--- config.mk ---
export PLATFORM = sky130hd
export DESIGN_NAME = prvu_job_fifo
export DESIGN_NICKNAME = d
export VERILOG_FILES = /design/src/assert_macros.svh /design/src/prvu_pkg.sv /design/src/prvu_job_fifo.sv
export SDC_FILE = /design/constraint.sdc
export NUM_CORES = 1
export LEC_CHECK = 0
export BUFFER_PORTS_ARGS = -buffer_cell sky130_fd_sc_hd__buf_2
export CORE_MARGIN = 4
export CORE_UTILIZATION = 52
export CTS_CLUSTER_SIZE = 30
export DETAILED_ROUTE_END_ITERATION = 7
export PLACE_DENSITY = 0.79
export SYNTH_ARGS = -nofsm -noshare
export SYNTH_HDL_FRONTEND = slang
export SYNTH_SLANG_ARGS = --single-unit
--- constraint.sdc ---
create_clock -name clk -period 5.07 [get_ports clk]
set_input_delay 0.7605 -clock clk [delete_from_list [all_inputs] [get_ports clk]]
set_output_delay 0.7605 -clock clk [all_outputs]
set_load 0.1 [all_outputs]
--- src/assert_macros.svh ---
// ----------------------------------------------------------------------------
// assert_macros.svh
// Assertion helpers shared by the RTL. They compile to nothing in synthesis.
// ----------------------------------------------------------------------------
`ifndef ASSERT_MACROS_SVH
`define ASSERT_MACROS_SVH

`ifndef SYNTHESIS

// when cond holds, prop must hold in the same cycle
`define ASSERT_IMPLY(label, clk, rst_n, cond, prop) \
	label: assert property (@(posedge clk) disable iff (!rst_n) (cond) |-> (prop)) \
		else $error("assertion failed");

// cond must never hold
`define ASSERT_NEVER(label, clk, rst_n, cond) \
	label: assert property (@(posedge clk) disable iff (!rst_n) !(cond)) \
		else $error("assertion failed");

`else

`define ASSERT_IMPLY(label, clk, rst_n, cond, prop)

`define ASSERT_NEVER(label, clk, rst_n, cond)

`endif

`endif

--- src/prvu_pkg.sv ---
// ----------------------------------------------------------------------------
// prvu_pkg
// Types and constants of the PageRank vertex update unit.
// ----------------------------------------------------------------------------
package prvu_pkg;

	localparam int VID_W    = 10;
	localparam int VAL_W    = 32;
	localparam int DEG_W    = 16;
	localparam int SUM_W    = 48;
	localparam int DAMP_W   = 17;
	localparam int CFG_IDX_W = 2;
	localparam int CFG_DAT_W = 32;

	// (sum * d) >> 16 plus (1 - d) fits 49 bits
	localparam int RANK_W   = SUM_W + 1;
	localparam int PROD_W   = 64;

	localparam int VERTEX_COUNT_DEF = 1024;

	localparam logic [DAMP_W-1:0] DAMP_ONE   = 17'd65536;
	localparam logic [DAMP_W-1:0] DAMP_RESET = 17'd55706;
	localparam logic [VAL_W-1:0]  THR_RESET  = 32'd131;
	localparam logic [VAL_W-1:0]  RANK_RESET = 32'd65536;

	localparam logic [CFG_IDX_W-1:0] REG_DAMPING   = 2'd0;
	localparam logic [CFG_IDX_W-1:0] REG_THRESHOLD = 2'd1;

	typedef struct packed {
		logic [VID_W-1:0] vid;
		logic [SUM_W-1:0] sum;
		logic [DEG_W-1:0] deg;
	} job_t;

endpackage

--- src/prvu_job_fifo.sv ---
// ----------------------------------------------------------------------------
// prvu_job_fifo
// Two-entry queue of per-vertex jobs between the front and the back.
// ----------------------------------------------------------------------------
module prvu_job_fifo (
	input  logic           clk,
	input  logic           arst_n,
	input  logic           wr,
	input  prvu_pkg::job_t wr_job,
	output logic           full,
	input  logic           rd,
	output prvu_pkg::job_t rd_job,
	output logic           empty
);
	import prvu_pkg::*;

	job_t       slot_q [2];
	logic       wptr_q;
	logic       rptr_q;
	logic [1:0] cnt_q;
	logic       do_wr;
	logic       do_rd;

	assign full   = (cnt_q == 2'd2);
	assign empty  = (cnt_q == 2'd0);
	assign do_wr  = wr && !full;
	assign do_rd  = rd && !empty;
	assign rd_job = slot_q[rptr_q];

	always_ff @(posedge clk or negedge arst_n) begin
		if (!arst_n) begin
			wptr_q <= 1'b0;
			rptr_q <= 1'b0;
			cnt_q  <= 2'd0;
		end else begin
			if (do_wr)
				wptr_q <= !wptr_q;
			if (do_rd)
				rptr_q <= !rptr_q;
			if (do_wr && !do_rd)
				cnt_q <= cnt_q + 2'd1;
			else if (do_rd && !do_wr)
				cnt_q <= cnt_q - 2'd1;
		end
	end

	always_ff @(posedge clk) begin
		if (do_wr)
			slot_q[wptr_q] <= wr_job;
	end

endmodule

==> flow_summary.ini <==
[drt]
viasPerCell = 4.93
avgRoutedWirePerCell_um = 16.9
drc = 0
drtIter0Drc = 128
wl_um = 9640
vias = 2804
firstDrtPassIters = 4
antenna_left = 0

[worst_setup_path]
slowest_stage = dfrtp_4
reg2reg_to = slot_q[0][29]
worstPathArrival_ns = 2.70
cpPeakStageDelay_ns = 1.09
end_kind = output pin
startpoint_type = flip-flop
required_ns = 4.31
ff2ff_path_depth = 4
worstPathMaxFanout = 61
crit_chain = buf_4 > mux2_2 > buf_2
crit_buf_inv = 2
path_delay_family = flip-flops
worstSetupPathType = reg -> out
worstReg2RegStart = cnt_q[0]
r2r_setup_slack_ns = 3.04

[global_route]
antenna_found_initial = 0
grt_usage = 0.161
grt_max_degree = 75
use_met1 = 0.178
grt_util_met3 = 0.0567
grt_pass1_vias = 3124
grt_first_pass_wirelength_um = 15400
top_usage_layer = met2
grt_use_met2 = 0.276
grt_overflow_total = 0

[floorplanning]
die_w_um = 113
rows = 38
ioPinCount = 154
start_util = 0.529
dieHeight_um = 113
core-area_mm2 = 0.0108
die_area_mm2 = 0.0128

[cts]
clkLatencyLatePin_ns = 0.51
htree_levels = 4
holdBufCountCts = 0
cts.repair.resized = 0
clk_pin_slew_ns = 0.06
clock_path_buffers = 2
post_cts_buffers = 0
cts_tree = done
cts_inserted_buffers = 17
cts_root_buf = clkbuf_8
cts.sinks = 152

[synthesis]
syn_nets = 328
ys_seq_elements = 152
synth_warnings = 0
syn_inst = 249
yosysSeqAreaShare = 0.792
synth.distinct_cells = 15
mappedNetlistArea_mm2 = 0.00574
avgSynthCellArea_um2 = 23.0

[cells_and_area]
antenna_cells = 0
area_delta_synth_final_pct = 25.3
final_common_cell = buf_2
final_cell_mix = buf_2 (153), edfxtp_1 (148), mux2_4 (50), mux2_2 (24), clkbuf_16 (16)
fillers = 767
fin_nets = 495
layout-drive-gt1-share = 0.613

[sta]
fmax_ghz = 0.289
rsz0062_at_grt = false
clock-skew-final_ns = 0.00327
finalSetupViolCount = 0
slew_headroom = 0.322
min_period_ns = 3.46
timing.final.crit_share = 0.682
finalMaxSlewViolations = 0
hold_viol_final = 0
setup_tns_ns = 0
tightest_slew_ns = 1.02

[placement]
io_buffer_count = 153
gp_congestion = 0.728
dp_hpwl_um = 6410

[worst_hold_path]
hp-class = in -> async

[run_status]
status = finished, final reports clean

[job]
max-cap-violations = 0
## final cells by class
cell class                      count  area [um2]  area share
Sequential cell                   152        4550       0.632
Multi-Input combinational cell     87        1120       0.156
Timing Repair Buffer              156         788       0.110
Clock buffer                       18         418      0.0581
Tap cell                          140         175      0.0244
Clock inverter                     14         134      0.0186
Inverter                            2        7.51     0.00104
## state kept, by name, summed over array words and instances (netlist names)
| register | flops |
|---|---|
| rptr_q | 1 |
| slot_q | 148 |
| cnt_q | 2 |
| wptr_q | 1 |
## metal layers
metal | up-vias | share of wire
met5 | - | 0
met4 | 0 | 0.021
met3 | 15 | 0.073
met2 | 107 | 0.53
met1 | 1361 | 0.38
li1 | 1321 | -
## synthesized netlist by cell type
cell type	instances	share of area
xnor2_1	3	0.0046
o21ai_0	1	0.00087
edfxtp_1	148	0.77
ha_1	1	0.0022
nor2_1	3	0.0020
buf_2	2	0.0017
mux2_4	50	0.13
dfrtp_1	4	0.017
inv_1	2	0.0013
buf_6	6	0.012
nand2_1	1	0.00065
mux2_2	24	0.047
xor2_1	2	0.0031
and3_1	1	0.0011
nand2b_1	1	0.0011
## kinds of logic after synthesis
logic type,share of synthesized area
AO/OA/AOI/OAI,0.000871
flip-flops,0.792
buffers and inverters,0.0148
XOR/XNOR,0.00763
adder cells (fa/ha/maj),0.00218
multiplexers,0.178
AND/OR/NAND/NOR,0.00480
## how the worst max path moves through the flow
stage | startpoint | endpoint | slack [ns] | cells past startpoint
global placement | rptr_q | rd_job[0] | 2.12 | 3
CTS | rptr_q | rd_job[70] | 1.55 | 3
detailed placement | rptr_q | rd_job[70] | 2.12 | 3
finish | rptr_q | rd_job[70] | 1.61 | 3
floorplan | wr | slot_q[0][0] | 0.63 | 2
global route | rptr_q | rd_job[0] | 1.46 | 3
## through the flow
| step | utilization | instance area (um2) | hold slack, ns | instances | setup slack [ns] |
|---|---|---|---|---|---|
| global placement | 0.613 | 6640 | 0.504 | 537 | 2.12 |
| global route | 0.664 | 7190 | 0.0212 | 569 | 1.46 |
| finish | 0.664 | 7190 | 0.0407 | 569 | 1.61 |
| CTS | 0.664 | 7190 | 0.00994 | 569 | 1.55 |
| floorplan | - | 5740 | 0.461 | 249 | 0.625 |
| detailed placement | 0.613 | 6640 | 0.520 | 537 | 2.12 |
Power is left out: the tool's default activity adds up to more than one toggle a clock period on the data nets, which glitch-free logic cannot reach.
