`src/assert_macros.svh`:
```
// ----------------------------------------------------------------------------
// assert_macros.svh
// Assertion helpers shared by the RTL. They compile to nothing in synthesis.
// ----------------------------------------------------------------------------
`ifndef ASSERT_MACROS_SVH
`define ASSERT_MACROS_SVH

`ifndef SYNTHESIS

// when cond holds, prop must hold in the same cycle
`define ASSERT_IMPLY(label, clk, rst_n, cond, prop) \
	label: assert property (@(posedge clk) disable iff (!rst_n) (cond) |-> (prop)) \
		else $error("assertion failed");

// cond must never hold
`define ASSERT_NEVER(label, clk, rst_n, cond) \
	label: assert property (@(posedge clk) disable iff (!rst_n) !(cond)) \
		else $error("assertion failed");

`else

`define ASSERT_IMPLY(label, clk, rst_n, cond, prop)

`define ASSERT_NEVER(label, clk, rst_n, cond)

`endif

`endif

```
`src/prvu_pkg.sv`:
```
// ----------------------------------------------------------------------------
// prvu_pkg
// Types and constants of the PageRank vertex update unit.
// ----------------------------------------------------------------------------
package prvu_pkg;

	localparam int VID_W    = 10;
	localparam int VAL_W    = 32;
	localparam int DEG_W    = 16;
	localparam int SUM_W    = 48;
	localparam int DAMP_W   = 17;
	localparam int CFG_IDX_W = 2;
	localparam int CFG_DAT_W = 32;

	// (sum * d) >> 16 plus (1 - d) fits 49 bits
	localparam int RANK_W   = SUM_W + 1;
	localparam int PROD_W   = 64;

	localparam int VERTEX_COUNT_DEF = 1024;

	localparam logic [DAMP_W-1:0] DAMP_ONE   = 17'd65536;
	localparam logic [DAMP_W-1:0] DAMP_RESET = 17'd55706;
	localparam logic [VAL_W-1:0]  THR_RESET  = 32'd131;
	localparam logic [VAL_W-1:0]  RANK_RESET = 32'd65536;

	localparam logic [CFG_IDX_W-1:0] REG_DAMPING   = 2'd0;
	localparam logic [CFG_IDX_W-1:0] REG_THRESHOLD = 2'd1;

	typedef struct packed {
		logic [VID_W-1:0] vid;
		logic [SUM_W-1:0] sum;
		logic [DEG_W-1:0] deg;
	} job_t;

endpackage

```
`src/prvu_front.sv`:
```
// ----------------------------------------------------------------------------
// prvu_front
// Accepts items, sums contributions and hands a job to the back on each
// last item.
// ----------------------------------------------------------------------------
module prvu_front (
	input  logic                         clk,
	input  logic                         arst_n,
	input  logic                         push,
	output logic                         full,
	input  logic [prvu_pkg::VID_W-1:0]   vertex_id,
	input  logic [prvu_pkg::VAL_W-1:0]   contribution,
	input  logic                         has_contribution,
	input  logic                         last_item,
	input  logic [prvu_pkg::DEG_W-1:0]   out_degree,
	input  logic                         clearing,
	input  logic                         job_full,
	output logic                         job_wr,
	output prvu_pkg::job_t               job
);
	import prvu_pkg::*;

	logic [SUM_W-1:0] sum_q;
	logic [SUM_W:0]   sum_add;
	logic [SUM_W-1:0] sum_sat;
	logic [SUM_W-1:0] sum_new;
	logic             accept;

	assign full    = clearing || job_full;
	assign accept  = push && !full;

	assign sum_add = {1'b0, sum_q} + {{(SUM_W + 1 - VAL_W){1'b0}}, contribution};
	assign sum_sat = sum_add[SUM_W] ? {SUM_W{1'b1}} : sum_add[SUM_W-1:0];
	assign sum_new = has_contribution ? sum_sat : sum_q;

	assign job_wr  = accept && last_item;
	assign job.vid = vertex_id;
	assign job.sum = sum_new;
	assign job.deg = out_degree;

	always_ff @(posedge clk or negedge arst_n) begin
		if (!arst_n) begin
			sum_q <= '0;
		end else if (accept) begin
			sum_q <= last_item ? '0 : sum_new;
		end
	end

endmodule

```
`config.mk`:
```
export PLATFORM = sky130hd
export DESIGN_NAME = prvu_front
export DESIGN_NICKNAME = d
export VERILOG_FILES = /design/src/assert_macros.svh /design/src/prvu_pkg.sv /design/src/prvu_front.sv
export SDC_FILE = /design/constraint.sdc
export NUM_CORES = 1
export LEC_CHECK = 0
export ABC_CLOCK_PERIOD_IN_PS = 6750
export BUFFER_PORTS_ARGS = -buffer_cell sky130_fd_sc_hd__buf_2
export CAP_MARGIN = 30
export CORE_MARGIN = 5
export CORE_UTILIZATION = 46
export CTS_CLUSTER_DIAMETER = 40
export DETAILED_ROUTE_END_ITERATION = 10
export HOLD_SLACK_MARGIN = 0.1
export PLACE_DENSITY_LB_ADDON = 0.1
export SLEW_MARGIN = 30
export SYNTH_ARGS = -nofsm -noshare
export SYNTH_HDL_FRONTEND = slang
export SYNTH_SLANG_ARGS = --single-unit
```
`constraint.sdc`:
```
create_clock -name clk -period 6.75 [get_ports clk]
set_input_delay 0.3375 -clock clk [delete_from_list [all_inputs] [get_ports clk]]
set_output_delay 0.3375 -clock clk [all_outputs]
set_load 0.03 [all_outputs]
```
==> Flow_metrics.wiki <==
{| class="wikitable"
! Metric !! Value
|-
| Cell Rows || 37
|-
| Netlist Area Pre-Place || 4781 um2
|-
| Setup TNS Final || 0 ps
|-
| Part of the Yosys area used for sequential elements || 25.12%
|-
| CP max FO || 16
|-
| Num CTS Buffers || 5
|-
| Ports || 141
|-
| Synthesized netlist net count || 698
|-
| Worst Tran Pin Value || 936.7 ps
|-
| Register with the highest flop count || sum_q
|-
| Number of global-route vias before repair || 4577
|-
| DRT Wirelength || 13.99 mm
|-
| Critical path data required time || 6410 ps
|-
| Highest attainable clock frequency || 250.2 MHz
|-
| Total of warnings raised by yosys || 0
|-
| Count of input and output buffers || 88
|-
| Worst Setup Start Kind || flop
|-
| Post-DP HPWL || 10.32 mm
|-
| Fraction of final layout cells sized beyond drive strength 1 || 20.19%
|-
| Worst Setup End Kind || output port
|-
| Router iterations before antenna repair || 4
|-
| Average wire per cell in the routed design || 18.05 um
|-
| Core footprint || 10230 um2
|-
| Placer congestion estimate || 0.8777
|-
| Worst setup path category || reg2out
|-
| Number of gates given a new drive strength after cts || 0
|-
| DR vias/cell || 6.021
|-
| Maximum VDD drop || 0.1200 mV
|-
| Total via count after detailed routing || 4666
|-
| Cell accounting for the most synthesized area || sky130_fd_sc_hd__dfrtp_1
|-
| Area fraction of the dominant cell type after synthesis || 25.12%
|-
| Leakage || 2.394 nW
|-
| Run status || finished, final reports clean
|-
| Count of inserted antenna diode cells || 0
|-
| Final critical-path share of the clock period || 59.22%
|-
| Global-route total usage across every layer || 22.00%
|-
| Number of antenna violations at the first check in global routing || 0
|-
| Final setup viols || 0
|-
| TritonCTS sink count || 48
|-
| Tightest Hold Check Type || in2async
|-
| Width of the die || 111.9 um
|-
| Remaining routing DRC violations || 0
|-
| Cell with the most instances after synthesis || sky130_fd_sc_hd__a21oi_1
|-
| WP data arrival || 3660 ps
|-
| Clock tree from TritonCTS || built
|-
| CTS Root Buffer Type || sky130_fd_sc_hd__clkbuf_8
|-
| Pin count of the biggest net entering global routing || 49
|-
| Area enclosed by the die boundary || 12530 um2
|-
| EDFF count, synth || 0
|-
| Synth cell types || 64
|-
| Maxcap violations || 0
|-
| Top cells by area in the synthesized netlist || sky130_fd_sc_hd__dfrtp_1, sky130_fd_sc_hd__a21oi_1, sky130_fd_sc_hd__ha_1
|-
| Area of the multi-input gates || 3216 um2
|-
| Clk_lat worst skew || 310 ps
|-
| Cts hold-fix bufs || 0
|-
| Worst-case headroom to the max-slew limit || 37.55%
|-
| Starting DRC count in detailed routing || 323
|-
| Final hold slack || 133.3 ps
|-
| Filler instances || 1044
|-
| Largest register FFs || 48
|-
| First-pass GRT wire length || 23.00 mm
|-
| GRT overflow || 0
|-
| Clock buffer depth || 2
|-
| Final min period || 3997 ps
|-
| Clock-pin slew on the worst setup and hold paths || 100 ps
|-
| Number of H-tree levels || 2
|-
| Largest registers || sum_q (48)
|-
| Power Density || 284.7 nW/um2
|-
| Post-synthesis area per instance || 7.968 um2
|-
| Top cell types by occurrence after synthesis || sky130_fd_sc_hd__a21oi_1, sky130_fd_sc_hd__nand2_1, sky130_fd_sc_hd__nor2_1
|-
| Max Slew Vio Count || 0
|-
| Total Nets Final || 736
|-
| Starting Density || 46.73%
|-
| Y dimension of the die || 111.9 um
|-
| Async set or reset register ratio after synthesis || 100.0%
|-
| Register bit count reported by yosys || 48
|-
| Post-CTS setup-driven buffer insertion count || 0
|-
| Top flip-flop cell by instance count after synthesis || sky130_fd_sc_hd__dfrtp_1
|-
| Synthesized netlist cell count || 600
|-
| Synth-to-Final Area Change || 8.061%
|-
| RSZ-0062 raised after global routing || no
|-
| Number of nets with antenna violations after detailed routing || 0
|-
| Largest clock skew in the final design || 10.73 ps
|-
| Register Area || 1201 um2
|-
| Hold Violations, Final || 0
|}
critical path, stage by stage, from the launching register on:
cell and delay [ps]:
sky130_fd_sc_hd__dfrtp_1 430, sky130_fd_sc_hd__ha_1 380, sky130_fd_sc_hd__nand2_1 140, sky130_fd_sc_hd__o21ai_0 360, sky130_fd_sc_hd__nor2_1 120, sky130_fd_sc_hd__o31ai_1 380
sky130_fd_sc_hd__or2_1 530, sky130_fd_sc_hd__a21o_1 500, sky130_fd_sc_hd__nor2_1 150, sky130_fd_sc_hd__nor2_1 150, sky130_fd_sc_hd__buf_2 210
metal layers:
metal,wire length (um),vias to the layer above,part of all wire (%),GRT usage (%)
li1,-,2256,-,-
met1,6380,2231,46,30.24
met2,6557,160,47,36.57
met3,855,19,6.1,3.478
met4,195,0,1.4,4.888
met5,0,-,0,0
cell usage in the layout (no fill, tap or decap), drive strengths merged, types with 4 or more instances in the layout:
cell type	count
buf	90
a21oi	84
nand2	59
nor2	56
dfrtp	48
o21ai	39
ha	32
xnor2	24
a22o	19
nand3	14
xor2	13
a211oi	10
and2	9
nand4	9
and3	9
o21a	8
a21o	7
o22a	7
nor3	7
clkbuf	7
o211ai	7
a31oi	6
inv	6
a31o	6
o21bai	6
mux2i	6
o221a	5
mux2	4
cell type report:
cell class	instances	share of cell area, %
sequential	48	23.25
clock buffer	7	1.671
tap	136	3.294
multi-input combinational	485	62.24
clock inverter	1	0.1453
inverter	8	0.5813
timing repair buffer	90	8.816
path summary, 6_finish.rpt:
path	depth (start not counted)	startpoint	end	slack, ps
hold / removal	2	arst_n	sum_q[15]$_DFFE_PN0P_	130
min in group clk	3	last_item	sum_q[39]$_DFFE_PN0P_	410
setup reg to reg	10	sum_q[0]$_DFFE_PN0P_	sum_q[26]$_DFFE_PN0P_	3140
hold reg to reg	1	sum_q[4]$_DFFE_PN0P_	sum_q[4]$_DFFE_PN0P_	550
setup / recovery	10	sum_q[15]$_DFFE_PN0P_	job[31]	2750
max in group asynchronous	2	arst_n	sum_q[22]$_DFFE_PN0P_	6170
per-stage QoR:
stage               cell area, um2  util, %  power, W  setup WS, ps  std cells
global placement              5062    49.48  0.001267          3107        767
CTS                           5159    50.42  0.001474          2748        775
finish                        5166    50.50  0.001471          2753        775
detailed placement            5065    49.50  0.001272          3055        767
floorplan                     4781        -  0.001095          3518        600
global route                  5166    50.50  0.001584          2481        775
power breakdown:
group | leakage, nW | internal (W) | switching [W] | total [W]
clock network | 0.0445 | 0.0000838 | 0.000112 | 0.000196
registers | 0.634 | 0.000334 | 0.0000481 | 0.000382
logic | 1.72 | 0.000333 | 0.000560 | 0.000893
total | 2.39 | 0.000751 | 0.000720 | 0.00147
cell families after synthesis:
group                      Yosys count  synth area share (%)
AOI/OAI and AO/OA                  222                 31.35
xor gates and xnor gates            37                 6.778
adders and majority gates           33                 8.793
buffers and inverters               67                 7.877
DFF                                 48                 25.12
muxes                               10                 2.198
and+or+nand+nor                    183                 17.88
Power figures use the tool's default switching activity.
